File: src/promolecular_density_eval_defines.svh
// ----------------------------------------------------------------------------
// promolecular density evaluator assertion macros
// shared concurrent assertion forms, clocked on clk and quiet during rst
// ----------------------------------------------------------------------------
`ifndef PROMOLECULAR_DENSITY_EVAL_DEFINES_SVH
`define PROMOLECULAR_DENSITY_EVAL_DEFINES_SVH

// condition holds at every edge
`define PDE_ASSERT_ALWAYS(label, cond, msg) \
  label: assert property (@(posedge clk) disable iff (rst) (cond)) else $error(msg);

// consequent holds in the same cycle as the antecedent
`define PDE_ASSERT_IMPLY(label, ante, cons, msg) \
  label: assert property (@(posedge clk) disable iff (rst) (ante) |-> (cons)) else $error(msg);

`endif

File: src/pde_pkg.sv
// ----------------------------------------------------------------------------
// pde_pkg
// shared codes, command type and fixed element coefficient tables
// ----------------------------------------------------------------------------
`timescale 1ns / 1ps
`default_nettype none

package pde_pkg;

  localparam logic [1:0] ACT_CLEAR = 2'd0;
  localparam logic [1:0] ACT_LOAD  = 2'd1;
  localparam logic [1:0] ACT_EVAL  = 2'd2;

  localparam logic [1:0] ST_OK   = 2'd0;
  localparam logic [1:0] ST_FULL = 2'd1;
  localparam logic [1:0] ST_SAT  = 2'd2;

  localparam logic [47:0] RHO_MAX = 48'hFFFF_FFFF_FFFF;
  localparam logic [30:0] INV_E   = 31'd1580030169;
  localparam logic [4:0]  ELEM_N  = 5'd19;
  localparam int          ENTRY_W = 5 + 3 * 32;

  typedef enum logic [1:0] {
    CLS_CLEAR,
    CLS_LOAD,
    CLS_EVAL,
    CLS_NOP
  } cmd_cls_t;

  typedef struct packed {
    cmd_cls_t    cls;
    logic [4:0]  kind;
    logic [31:0] x;
    logic [31:0] y;
    logic [31:0] z;
  } cmd_t;

  // decimal scale per exponent, constants are m.mmmmmmm * 10^e
  localparam logic [63:0] SC   = 64'd16777216;
  localparam logic [63:0] D_N1 = 64'd100000000;
  localparam logic [63:0] D_0  = 64'd10000000;
  localparam logic [63:0] D_1  = 64'd1000000;
  localparam logic [63:0] D_2  = 64'd100000;
  localparam logic [63:0] D_3  = 64'd10000;
  localparam logic [63:0] D_4  = 64'd1000;

  // coefficients c in q24, rounded to nearest
  localparam logic [63:0] C_TAB [0:2][0:18] = '{
    '{64'd0,
      (64'd46568633 * SC + D_N1 / 2) / D_N1, (64'd19613583 * SC + D_1 / 2) / D_1,
      (64'd10682467 * SC + D_2 / 2) / D_2,   (64'd49307260 * SC + D_N1 / 2) / D_N1,
      (64'd25663419 * SC + D_2 / 2) / D_2,   (64'd40348178 * SC + D_2 / 2) / D_2,
      (64'd63406713 * SC + D_2 / 2) / D_2,   (64'd95831026 * SC + D_2 / 2) / D_2,
      (64'd16273443 * SC + D_1 / 2) / D_1,   (64'd19788394 * SC + D_3 / 2) / D_3,
      (64'd35289679 * SC + D_3 / 2) / D_3,   (64'd10046303 * SC + D_2 / 2) / D_2,
      (64'd62991738 * SC + D_3 / 2) / D_3,   (64'd84532518 * SC + D_3 / 2) / D_3,
      (64'd11107832 * SC + D_4 / 2) / D_4,   (64'd14348550 * SC + D_4 / 2) / D_4,
      (64'd60301596 * SC + D_2 / 2) / D_2,   (64'd80816108 * SC + D_2 / 2) / D_2},
    '{64'd0,
      (64'd46568622 * SC + D_N1 / 2) / D_N1, (64'd19568763 * SC + D_1 / 2) / D_1,
      (64'd10681231 * SC + D_2 / 2) / D_2,   (64'd52439107 * SC + D_0 / 2) / D_0,
      (64'd11256576 * SC + D_0 / 2) / D_0,   (64'd22620806 * SC + D_0 / 2) / D_0,
      (64'd63404543 * SC + D_2 / 2) / D_2,   (64'd89583281 * SC + D_0 / 2) / D_0,
      (64'd13870221 * SC + D_3 / 2) / D_3,   (64'd19614363 * SC + D_3 / 2) / D_3,
      (64'd35302178 * SC + D_3 / 2) / D_3,   (64'd45960222 * SC + D_3 / 2) / D_3,
      (64'd15274864 * SC + D_2 / 2) / D_2,   (64'd84342635 * SC + D_3 / 2) / D_3,
      (64'd31824165 * SC + D_2 / 2) / D_2,   (64'd44165626 * SC + D_2 / 2) / D_2,
      (64'd18325620 * SC + D_4 / 2) / D_4,   (64'd23005524 * SC + D_4 / 2) / D_4},
    '{64'd0,
      (64'd30019989 * SC + D_0 / 2) / D_0,   (64'd13983775 * SC + D_0 / 2) / D_0,
      (64'd33342545 * SC + D_1 / 2) / D_1,   (64'd31734662 * SC + D_2 / 2) / D_2,
      (64'd25867085 * SC + D_2 / 2) / D_2,   (64'd40837497 * SC + D_2 / 2) / D_2,
      (64'd46765606 * SC + D_0 / 2) / D_0,   (64'd95832030 * SC + D_2 / 2) / D_2,
      (64'd14029674 * SC + D_3 / 2) / D_3,   (64'd28279579 * SC + D_1 / 2) / D_1,
      (64'd74670217 * SC + D_1 / 2) / D_1,   (64'd46015044 * SC + D_3 / 2) / D_3,
      (64'd62957609 * SC + D_3 / 2) / D_3,   (64'd22368762 * SC + D_2 / 2) / D_2,
      (64'd11103799 * SC + D_4 / 2) / D_4,   (64'd14364194 * SC + D_4 / 2) / D_4,
      (64'd18305210 * SC + D_4 / 2) / D_4,   (64'd23084071 * SC + D_4 / 2) / D_4}
  };

  // exponents a in q24, rounded to nearest
  localparam logic [63:0] A_TAB [0:2][0:18] = '{
    '{64'd0,
      (64'd19888088 * SC + D_0 / 2) / D_0,   (64'd38987496 * SC + D_0 / 2) / D_0,
      (64'd62028021 * SC + D_0 / 2) / D_0,   (64'd72657186 * SC + D_N1 / 2) / D_N1,
      (64'd97173881 * SC + D_0 / 2) / D_0,   (64'd11698438 * SC + D_1 / 2) / D_1,
      (64'd13677050 * SC + D_1 / 2) / D_1,   (64'd15655698 * SC + D_1 / 2) / D_1,
      (64'd15948420 * SC + D_0 / 2) / D_0,   (64'd19625025 * SC + D_1 / 2) / D_1,
      (64'd22086110 * SC + D_1 / 2) / D_1,   (64'd26605426 * SC + D_0 / 2) / D_0,
      (64'd26057308 * SC + D_1 / 2) / D_1,   (64'd28120183 * SC + D_1 / 2) / D_1,
      (64'd30186892 * SC + D_1 / 2) / D_1,   (64'd32254026 * SC + D_1 / 2) / D_1,
      (64'd42979610 * SC + D_0 / 2) / D_0,   (64'd46484753 * SC + D_0 / 2) / D_0},
    '{64'd0,
      (64'd19888088 * SC + D_0 / 2) / D_0,   (64'd38982540 * SC + D_0 / 2) / D_0,
      (64'd62023193 * SC + D_0 / 2) / D_0,   (64'd41739221 * SC + D_0 / 2) / D_0,
      (64'd83058204 * SC + D_N1 / 2) / D_N1, (64'd96295177 * SC + D_N1 / 2) / D_N1,
      (64'd13677045 * SC + D_1 / 2) / D_1,   (64'd13642293 * SC + D_0 / 2) / D_0,
      (64'd17635609 * SC + D_1 / 2) / D_1,   (64'd19625014 * SC + D_1 / 2) / D_1,
      (64'd22085863 * SC + D_1 / 2) / D_1,   (64'd23998338 * SC + D_1 / 2) / D_1,
      (64'd29772425 * SC + D_0 / 2) / D_0,   (64'd28120238 * SC + D_1 / 2) / D_1,
      (64'd36228839 * SC + D_0 / 2) / D_0,   (64'd39540388 * SC + D_0 / 2) / D_0,
      (64'd34332866 * SC + D_1 / 2) / D_1,   (64'd36415201 * SC + D_1 / 2) / D_1},
    '{64'd0,
      (64'd19888228 * SC + D_0 / 2) / D_0,   (64'd16012664 * SC + D_0 / 2) / D_0,
      (64'd38061318 * SC + D_0 / 2) / D_0,   (64'd78497277 * SC + D_0 / 2) / D_0,
      (64'd97173599 * SC + D_0 / 2) / D_0,   (64'd11698438 * SC + D_1 / 2) / D_1,
      (64'd11538421 * SC + D_0 / 2) / D_0,   (64'd15655807 * SC + D_1 / 2) / D_1,
      (64'd17635595 * SC + D_1 / 2) / D_1,   (64'd18462843 * SC + D_0 / 2) / D_0,
      (64'd24886290 * SC + D_0 / 2) / D_0,   (64'd23998352 * SC + D_1 / 2) / D_1,
      (64'd26057363 * SC + D_1 / 2) / D_1,   (64'd32971353 * SC + D_0 / 2) / D_0,
      (64'd30186664 * SC + D_1 / 2) / D_1,   (64'd32254046 * SC + D_1 / 2) / D_1,
      (64'd34332897 * SC + D_1 / 2) / D_1,   (64'd36415230 * SC + D_1 / 2) / D_1}
  };

  // floor(2^32 / k) for the series divisors 1..14
  localparam logic [32:0] RECIP [0:15] = '{
    33'd0,
    33'(64'h1_0000_0000 / 64'd1),  33'(64'h1_0000_0000 / 64'd2),
    33'(64'h1_0000_0000 / 64'd3),  33'(64'h1_0000_0000 / 64'd4),
    33'(64'h1_0000_0000 / 64'd5),  33'(64'h1_0000_0000 / 64'd6),
    33'(64'h1_0000_0000 / 64'd7),  33'(64'h1_0000_0000 / 64'd8),
    33'(64'h1_0000_0000 / 64'd9),  33'(64'h1_0000_0000 / 64'd10),
    33'(64'h1_0000_0000 / 64'd11), 33'(64'h1_0000_0000 / 64'd12),
    33'(64'h1_0000_0000 / 64'd13), 33'(64'h1_0000_0000 / 64'd14),
    33'd0
  };

endpackage

`default_nettype wire

File: src/pde_front.sv
// ----------------------------------------------------------------------------
// pde_front
// accepts items, decodes the action and queues commands for the back end
// ----------------------------------------------------------------------------
`timescale 1ns / 1ps
`default_nettype none

module pde_front (
  input  wire logic               clk,
  input  wire logic               rst,
  input  wire logic               item_valid,
  output logic                    item_ready,
  input  wire logic [1:0]         action,
  input  wire logic [4:0]         atomic_number,
  input  wire logic signed [31:0] pos_x,
  input  wire logic signed [31:0] pos_y,
  input  wire logic signed [31:0] pos_z,
  output logic                    q_valid,
  output pde_pkg::cmd_t           q_cmd,
  input  wire logic               q_pop
);

  pde_pkg::cmd_t    slot [2];
  logic             wr_ptr;
  logic             rd_ptr;
  logic [1:0]       fill;
  pde_pkg::cmd_cls_t cls;
  logic             push;

  always_comb begin
    case (action)
      pde_pkg::ACT_CLEAR: cls = pde_pkg::CLS_CLEAR;
      pde_pkg::ACT_LOAD:  cls = pde_pkg::CLS_LOAD;
      pde_pkg::ACT_EVAL:  cls = pde_pkg::CLS_EVAL;
      default:            cls = pde_pkg::CLS_NOP;
    endcase
  end

  assign item_ready = (fill != 2'd2);
  assign push       = item_valid && item_ready;
  assign q_valid    = (fill != 2'd0);
  assign q_cmd      = slot[rd_ptr];

  always_ff @(posedge clk) begin
    if (push) begin
      slot[wr_ptr] <= '{cls: cls, kind: atomic_number, x: pos_x, y: pos_y, z: pos_z};
    end
  end

  always_ff @(posedge clk) begin
    if (rst) begin
      wr_ptr <= 1'b0;
      rd_ptr <= 1'b0;
      fill   <= 2'd0;
    end else begin
      if (push) begin
        wr_ptr <= ~wr_ptr;
      end
      if (q_pop) begin
        rd_ptr <= ~rd_ptr;
      end
      case ({push, q_pop})
        2'b10:   fill <= fill + 2'd1;
        2'b01:   fill <= fill - 2'd1;
        default: fill <= fill;
      endcase
    end
  end

endmodule

`default_nettype wire

File: config.mk
export PLATFORM = sky130hd
export DESIGN_NAME = pde_front
export DESIGN_NICKNAME = d
export VERILOG_FILES = /design/src/promolecular_density_eval_defines.svh /design/src/pde_pkg.sv /design/src/pde_front.sv
export SDC_FILE = /design/constraint.sdc
export NUM_CORES = 1
export LEC_CHECK = 0
export BUFFER_PORTS_ARGS = -buffer_cell sky130_fd_sc_hd__buf_2
export CAP_MARGIN = 20
export CORE_AREA = 8 8 133 135
export DETAILED_ROUTE_END_ITERATION = 8
export DIE_AREA = 0 0 141 143
export HOLD_SLACK_MARGIN = 0.02
export PLACE_DENSITY = 0.76
export SLEW_MARGIN = 5
export SYNTH_ARGS = -nofsm -noshare
export SYNTH_HDL_FRONTEND = slang
export SYNTH_SLANG_ARGS = --single-unit
File: constraint.sdc
create_clock -name clk -period 4.3 [get_ports clk]
set_input_delay 0.645 -clock clk [delete_from_list [all_inputs] [get_ports clk]]
set_output_delay 0.645 -clock clk [all_outputs]
set_load 0.005 [all_outputs]
==> results of run 1 <==
==> flip-flops by register name (all words and copies together) (netlist names), named ones only <==
register  count
rd_ptr        1
wr_ptr        1
slot        206
fill          2
==> area by class of cell <==
| type | count | area (um^2) |
|---|---|---|
| tap | 216 | 270.3 |
| timing repair buffer | 215 | 1111 |
| clock inverter | 9 | 125.1 |
| multi-input combinational | 120 | 1276 |
| sequential | 211 | 6290 |
| clock buffer | 29 | 585.6 |
| inverter | 1 | 6.256 |
| fill | 1117 | 5933 |
==> worst max path at each step <==
| stage | startpoint | endpoint | slack (ns) | cells past startpoint |
|---|---|---|---|---|
| global route | register | q_cmd[21] | 1.32 | 3 |
| finish | register | q_cmd[21] | 1.42 | 3 |
| floorplan | item_valid | slot[1][0]$_DFFE_PP_ | 0.75 | 1 |
| CTS | register | q_cmd[21] | 1.40 | 3 |
| detailed placement | item_valid | slot[0][56]$_DFFE_PP_ | 1.85 | 4 |
| global placement | register | q_cmd[21] | 1.96 | 3 |
==> worst max-delay path, stage by stage (launching register included) <==
cell     delay [ns]
dfxtp_4        0.75
buf_12         0.36
mux2_2         0.40
buf_2          0.14
==> metal layers <==
metal | global-route usage (%) | up-vias | wire, um
met5 | 0 | - | 8
met2 | 25.95 | 151 | 7457
li1 | - | 1816 | -
met3 | 5.743 | 19 | 1431
met1 | 16.40 | 1913 | 6168
met4 | 3.337 | 2 | 172
==> metrics by stage <==
stage          setup WS, ns  std cells  cell area [um^2]  util (%)  hold WS [ns]
2_1_floorplan        0.7475        345              7670         -        0.4608
3_5_place_dp          1.852        763              8954     57.40        0.4994
6_report              1.419        801              9664     61.96        0.3451
5_1_grt               1.321        801              9664     61.96        0.3199
3_3_place_gp          1.956        763              8954     57.40        0.4774
4_1_cts               1.401        801              9664     61.96        0.3237
==> power by group <==
group          switching, mW  internal [mW]
registers             0.0582           2.47
clock network          0.712           1.13
logic                  0.281          0.272
total                   1.05           3.88
==> logic make-up (layout without fill, tap and decap cells) <==
logic type	after synthesis	after routing	synth area share, %
DFF	211	211	81.96
xor gates and xnor gates	3	3	0.3426
and+or+nand+nor	9	9	0.6201
buffers and inverters	14	254	1.468
adders and majority gates	1	1	0.1631
AOI/OAI and AO/OA	4	4	0.3262
muxes	103	103	15.12
==> cell usage after synthesis <==
master	instances	area (um^2)
buf_4	1	7.510
nand3b_1	1	7.510
a21bo_2	1	10.01
o21ai_0	1	5.000
inv_1	1	3.750
clkbuf_1	2	7.510
or2_2	1	6.260
nor2_1	3	11.26
xor2_1	1	8.760
nand2_1	1	3.750
and3_1	1	6.260
edfxtp_1	206	6186
dfxtp_1	5	100.1
mux2_2	103	1160
buf_6	7	78.83
a21oi_1	2	10.01
ha_1	1	12.51
or3_1	1	6.260
buf_2	3	15.01
nand2b_1	1	6.260
xnor2_1	2	17.52
==> summary.txt, run 1 <==
CTS
  • CTS Buffer Depth: 3
  • Clk sinks: roughly 210
  • Post-CTS resize count: 0
  • Clk Tree Root Cell: clkbuf_16
  • CTS Buf Count: 21
  • Worst-Skew Late Latency: a little under 0.5 ns
  • CTS tree: built
  • Number of H-tree levels: 1
  • Post-CTS setup buffers: 0
  • Clk slew on worst S/H paths: ~0.06 ns
  • Hold Buf Count CTS: 0

Synthesis
  • Cell variety after synth: 21
  • Cells after Synth: roughly 350
  • Post-synthesis cell area: around 7700 um^2
  • Syn nets: 453
  • Syn. warnings: 0
  • Yosys reg bits: between 200 and 250
  • Post-Syn Area per Cell: approximately 22 um^2
  • Sequential fraction of the synthesis area: around four fifths

Floorplan
  • Core Area: 15600 um^2
  • Die area: 20160 um^2
  • Initial Utilization: a little under 50%
  • Die X-Extent: 141 um
  • # IOs: around 210
  • Site Rows: 46
  • Die Ht: roughly 140 um

Worst setup path
  • Maximum fanout along the worst path: 57
  • Reg2reg end: slot[0][57]$_DFFE_PP_
  • R2R cell count: 4
  • Arrival @ worst endpoint: roughly 2.2 ns
  • Crit start category: register
  • Critical Path RT: 3.65 ns
  • CP Capture Type: primary output
  • R2R Path Start: fill[0]$_SDFFE_PP0P_
  • Reg2reg setup slack: 2.01 ns
  • Crit Path Category: reg2out

Pwr
  • Total Power: about 4.9 mW
  • Pwr Density: between 500 and 600 nW/um^2
  • Peak VDD IR: 0.4660 mV
  • Leakage power: approximately 3.6 nW

Drt
  • Initial DRC Count: roughly 230
  • Residual DRC count: 0
  • DR pass1 iterations: 4
  • Final ANT Viol Nets: 0
  • Total number of vias: just under 4000
  • Routed wire length: 15240 um
  • Per-cell routed wire length: between 15 and 20 um
  • Via density: slightly below 5

Timing
  • RSZ-0062 raised after global routing: no
  • Finish-stage setup viols: 0
  • Final min period: 2.881 ns
  • Total negative slack: 0 ns
  • Clk_skew: ~0.0095 ns
  • Tcrit/Tclk final: 67.00%
  • Slew Limit Fails: 0
  • Fin. Hold Viols: 0
  • Worst-Margin Slew: ~1 ns
  • F_max: ~350 MHz
  • Max-slew headroom: 34.32%

Min path
  • Hold/Removal Path Class: in2reg
  • Hold Path Sink: slot[0][19]$_DFFE_PP_
  • Worst hold path depth: 1
  • HP Start: pos_z[19]

Final layout
  • Final net count: 678
  • Commonest non-fill, non-tap cells in the layout: buf_2 (211), edfxtp_1 (206), mux2_2 (103)
  • Commonest non-fill, non-tap cell in the layout: buf_2
  • Antenna cell count: 0
  • Layout cells sized above 1: 60.68%
  • Area Growth Syn to Fin: 26.00%

Global routing
  • First-pass GRT wire length: about 23000 um
  • Initial antenna violation count: 1
  • Largest net degree at the start of global routing: 75
  • Vias in the first global route: 4455
  • Total GRT Usage: 14.67%
  • GRT Residual Overflow: 0

Run
  • Max Cap Viol: 0

Status
  • Status: completed

Placement
  • Post-DP HPWL: around 10000 um
  • Number of I/O port buffers: ~210
  • Final Wtd Congestion: between 0.7 and 0.8
(Power assumes the default switching activity.)
==> run 2, diff against run 1 <==
- clock period: 4.3 -> 2.7 ns (I/O delays scaled with it)
==> summary.txt, run 2 (synthesis gave the netlist of run 1 again) <==
Status
  • Status: completed

CTS
  • CTS Buffer Depth: 3 (unchanged)
  • Worst-Skew Late Latency: 0.48 ns (about the same)
  • Clk Tree Root Cell: clkbuf_16
  • Hold Buf Count CTS: 0 (unchanged)
  • Number of H-tree levels: 1 (unchanged)
  • CTS tree: built
  • Clk sinks: 211 (unchanged)
  • Post-CTS resize count: 0 (unchanged)
  • CTS Buf Count: 22 (+4.8%)
  • Post-CTS setup buffers: 0 (unchanged)
  • Clk slew on worst S/H paths: 0.06 ns (about the same)

Timing
  • Worst-Margin Slew: 0.5396 ns (-0.4456 ns)
  • Clk_skew: 0.004037 ns (-0.005490 ns)
  • Finish-stage setup viols: 0 (unchanged)
  • Fin. Hold Viols: 0 (unchanged)
  • Tcrit/Tclk final: just over 90%
  • Max-slew headroom: 64.03% (+30 points)
  • F_max: a little over 400 MHz
  • Final min period: 2.451 ns
  • Total negative slack: 0 ns (unchanged)
  • RSZ-0062 raised after global routing: no
  • Slew Limit Fails: 0 (unchanged)

Drt
  • Via density: 4.936 (+1.4%)
  • Residual DRC count: 0 (unchanged)
  • Final ANT Viol Nets: 0 (unchanged)
  • Routed wire length: 15580 um (+2.2%)
  • Total number of vias: 3964 (+1.6%)
  • DR pass1 iterations: 6 (+2)
  • Per-cell routed wire length: 19.40 um (+2.0%)
  • Initial DRC Count: 193 (-17%)

Run
  • Max Cap Viol: 0 (unchanged)

Floorplan
  • Die X-Extent: 141 um (unchanged)
  • Core Area: 15600 um^2 (unchanged)
  • # IOs: 212 (unchanged)
  • Site Rows: 46 (unchanged)
  • Initial Utilization: 49.17% (unchanged)
  • Die Ht: 143 um (unchanged)
  • Die area: 20160 um^2 (unchanged)

Placement
  • Post-DP HPWL: 10830 um (+5.5%)
  • Final Wtd Congestion: 0.7527 (+3.7%)
  • Instance area at placement: 8995 um^2 (+0.46%)
  • Number of I/O port buffers: 211 (unchanged)

Worst setup path
  • CP Cell Sequence: buf_12 > mux2_2 > buf_2
  • CP max stage cell: dfxtp_4
  • Maximum fanout along the worst path: 88 (+54%)
  • Critical Path RT: 2.30 ns (-1.35 ns)
  • Arrival @ worst endpoint: 2.05 ns (-0.19 ns)
  • CP max stage delay: 0.49 ns (-0.26 ns)
  • Reg2reg setup slack: 0.83 ns (-1.18 ns)
  • CP Capture Type: primary output
  • Crit Path Category: reg2out
  • Crit start category: register

Pwr
  • Sequential power share: 52.1% (+0.7 points)
  • Pwr Density: 797.2 nW/um^2 (+56%)
  • Gate power share: 11.9% (+0.7 points)
  • Leakage power: 3.600 nW (-0.19%)
  • Power share of the clock group: 36.0% (-1.4 points)
  • P_int: 6.022 mW (+55%)
  • Net switching power: 1.680 mW (+60%)
  • Peak VDD IR: 0.5808 mV (+25%)
  • Sw Ratio: 21.81% (+0.50 points)

Final layout
  • Commonest non-fill, non-tap cells in the layout: buf_2 (211), edfxtp_1 (206), mux2_2 (103)
  • Biggest regs: slot x206, fill x2
  • Final net count: 681 (+0.44%)
  • Final Cell Area: 9662 um^2 (about the same)
  • Fill cells: 1146 (+2.6%)
  • Largest register by flop count: slot
  • Max FFs per register: 206 (unchanged)
  • Commonest non-fill, non-tap cell in the layout: buf_2
  • Layout cells sized above 1: 60.31% (-0.38 points)
  • Area Growth Syn to Fin: 25.97% (about the same)
  • Antenna cell count: 0 (unchanged)

Global routing
  • GR met2 Demand/Resource: 26.66% (+0.71 points)
  • Vias in the first global route: 4423 (-0.72%)
  • GRT Max-Usage Layer: met2
  • Largest net degree at the start of global routing: 89 (+19%)
  • First-pass GRT wire length: 23530 um (+0.92%)
  • Grt met1 use: 16.64% (+0.24 points)
  • Total GRT Usage: 14.99% (+0.32 points)
  • Met3 Track Usage GR: 5.643% (-0.10 points)
  • GRT Residual Overflow: 0 (unchanged)
  • Initial antenna violation count: 2 (+1)

Min path
  • Hold/Removal Path Class: in2reg
==> run 2: final timing paths <==
path / startpoint / endpoint / cells past startpoint
setup reg to reg: fill[0]$_SDFFE_PP0P_ / slot[1][34]$_DFFE_PP_ / 3
hold / removal: pos_x[21] / slot[1][85]$_DFFE_PP_ / 1
hold reg to reg: rd_ptr$_SDFFE_PP0P_ / rd_ptr$_SDFFE_PP0P_ / 2
setup / recovery: register / q_cmd[88] / 3
==> run 2: cell type report <==
class	count	area, um^2	share of cell area [%]
Clock buffer	26	586.8	6.074
Clock inverter	12	80.08	0.8288
Inverter	1	7.507	0.07770
Multi-Input combinational cell	120	1276	13.21
Sequential cell	211	6290	65.10
Tap cell	216	270.3	2.797
Timing Repair Buffer	217	1151	11.91
==> run 2: worst max-delay path: cells and delay by family, from the launching register on <==
family	cells	cell delay [ns]
buffers and inverters	2	0.52
DFF	1	0.49
muxes	1	0.42
==> run 2: power by group through the flow <==
| stage | clock, mW | sequential (mW) | combinational, mW |
|---|---|---|---|
| 6_report | 2.77 | 4.01 | 0.916 |
| 5_1_grt | 2.97 | 4.04 | 1.00 |
| 4_1_cts | 2.84 | 4.02 | 0.944 |
| 3_5_place_dp | 0 | 4.09 | 0.937 |
| 3_3_place_gp | 0 | 4.06 | 0.913 |
| 2_1_floorplan | 0 | 4.06 | 0.494 |
==> run 2: routing by layer <==
layer	routed length (um)	vias up
met5	22	-
met4	227	4
met3	1354	26
met2	8078	153
met1	5894	1959
li1	-	1822
==> run 2: metrics by stage <==
stage | utilization [%] | power (mW) | hold slack (ns) | std cells | worst slack [ns]
after global routing | 61.94 | 8.014 | 0.08362 | 803 | 0.1926
after detailed placement | 57.67 | 5.023 | 0.5108 | 765 | 0.7775
after CTS | 61.94 | 7.804 | 0.08585 | 803 | 0.2485
final | 61.94 | 7.702 | 0.1067 | 803 | 0.2493
after floorplan | - | 4.558 | 0.4608 | 345 | 0.09592
after global placement | 57.67 | 4.975 | 0.4753 | 765 | 0.7882
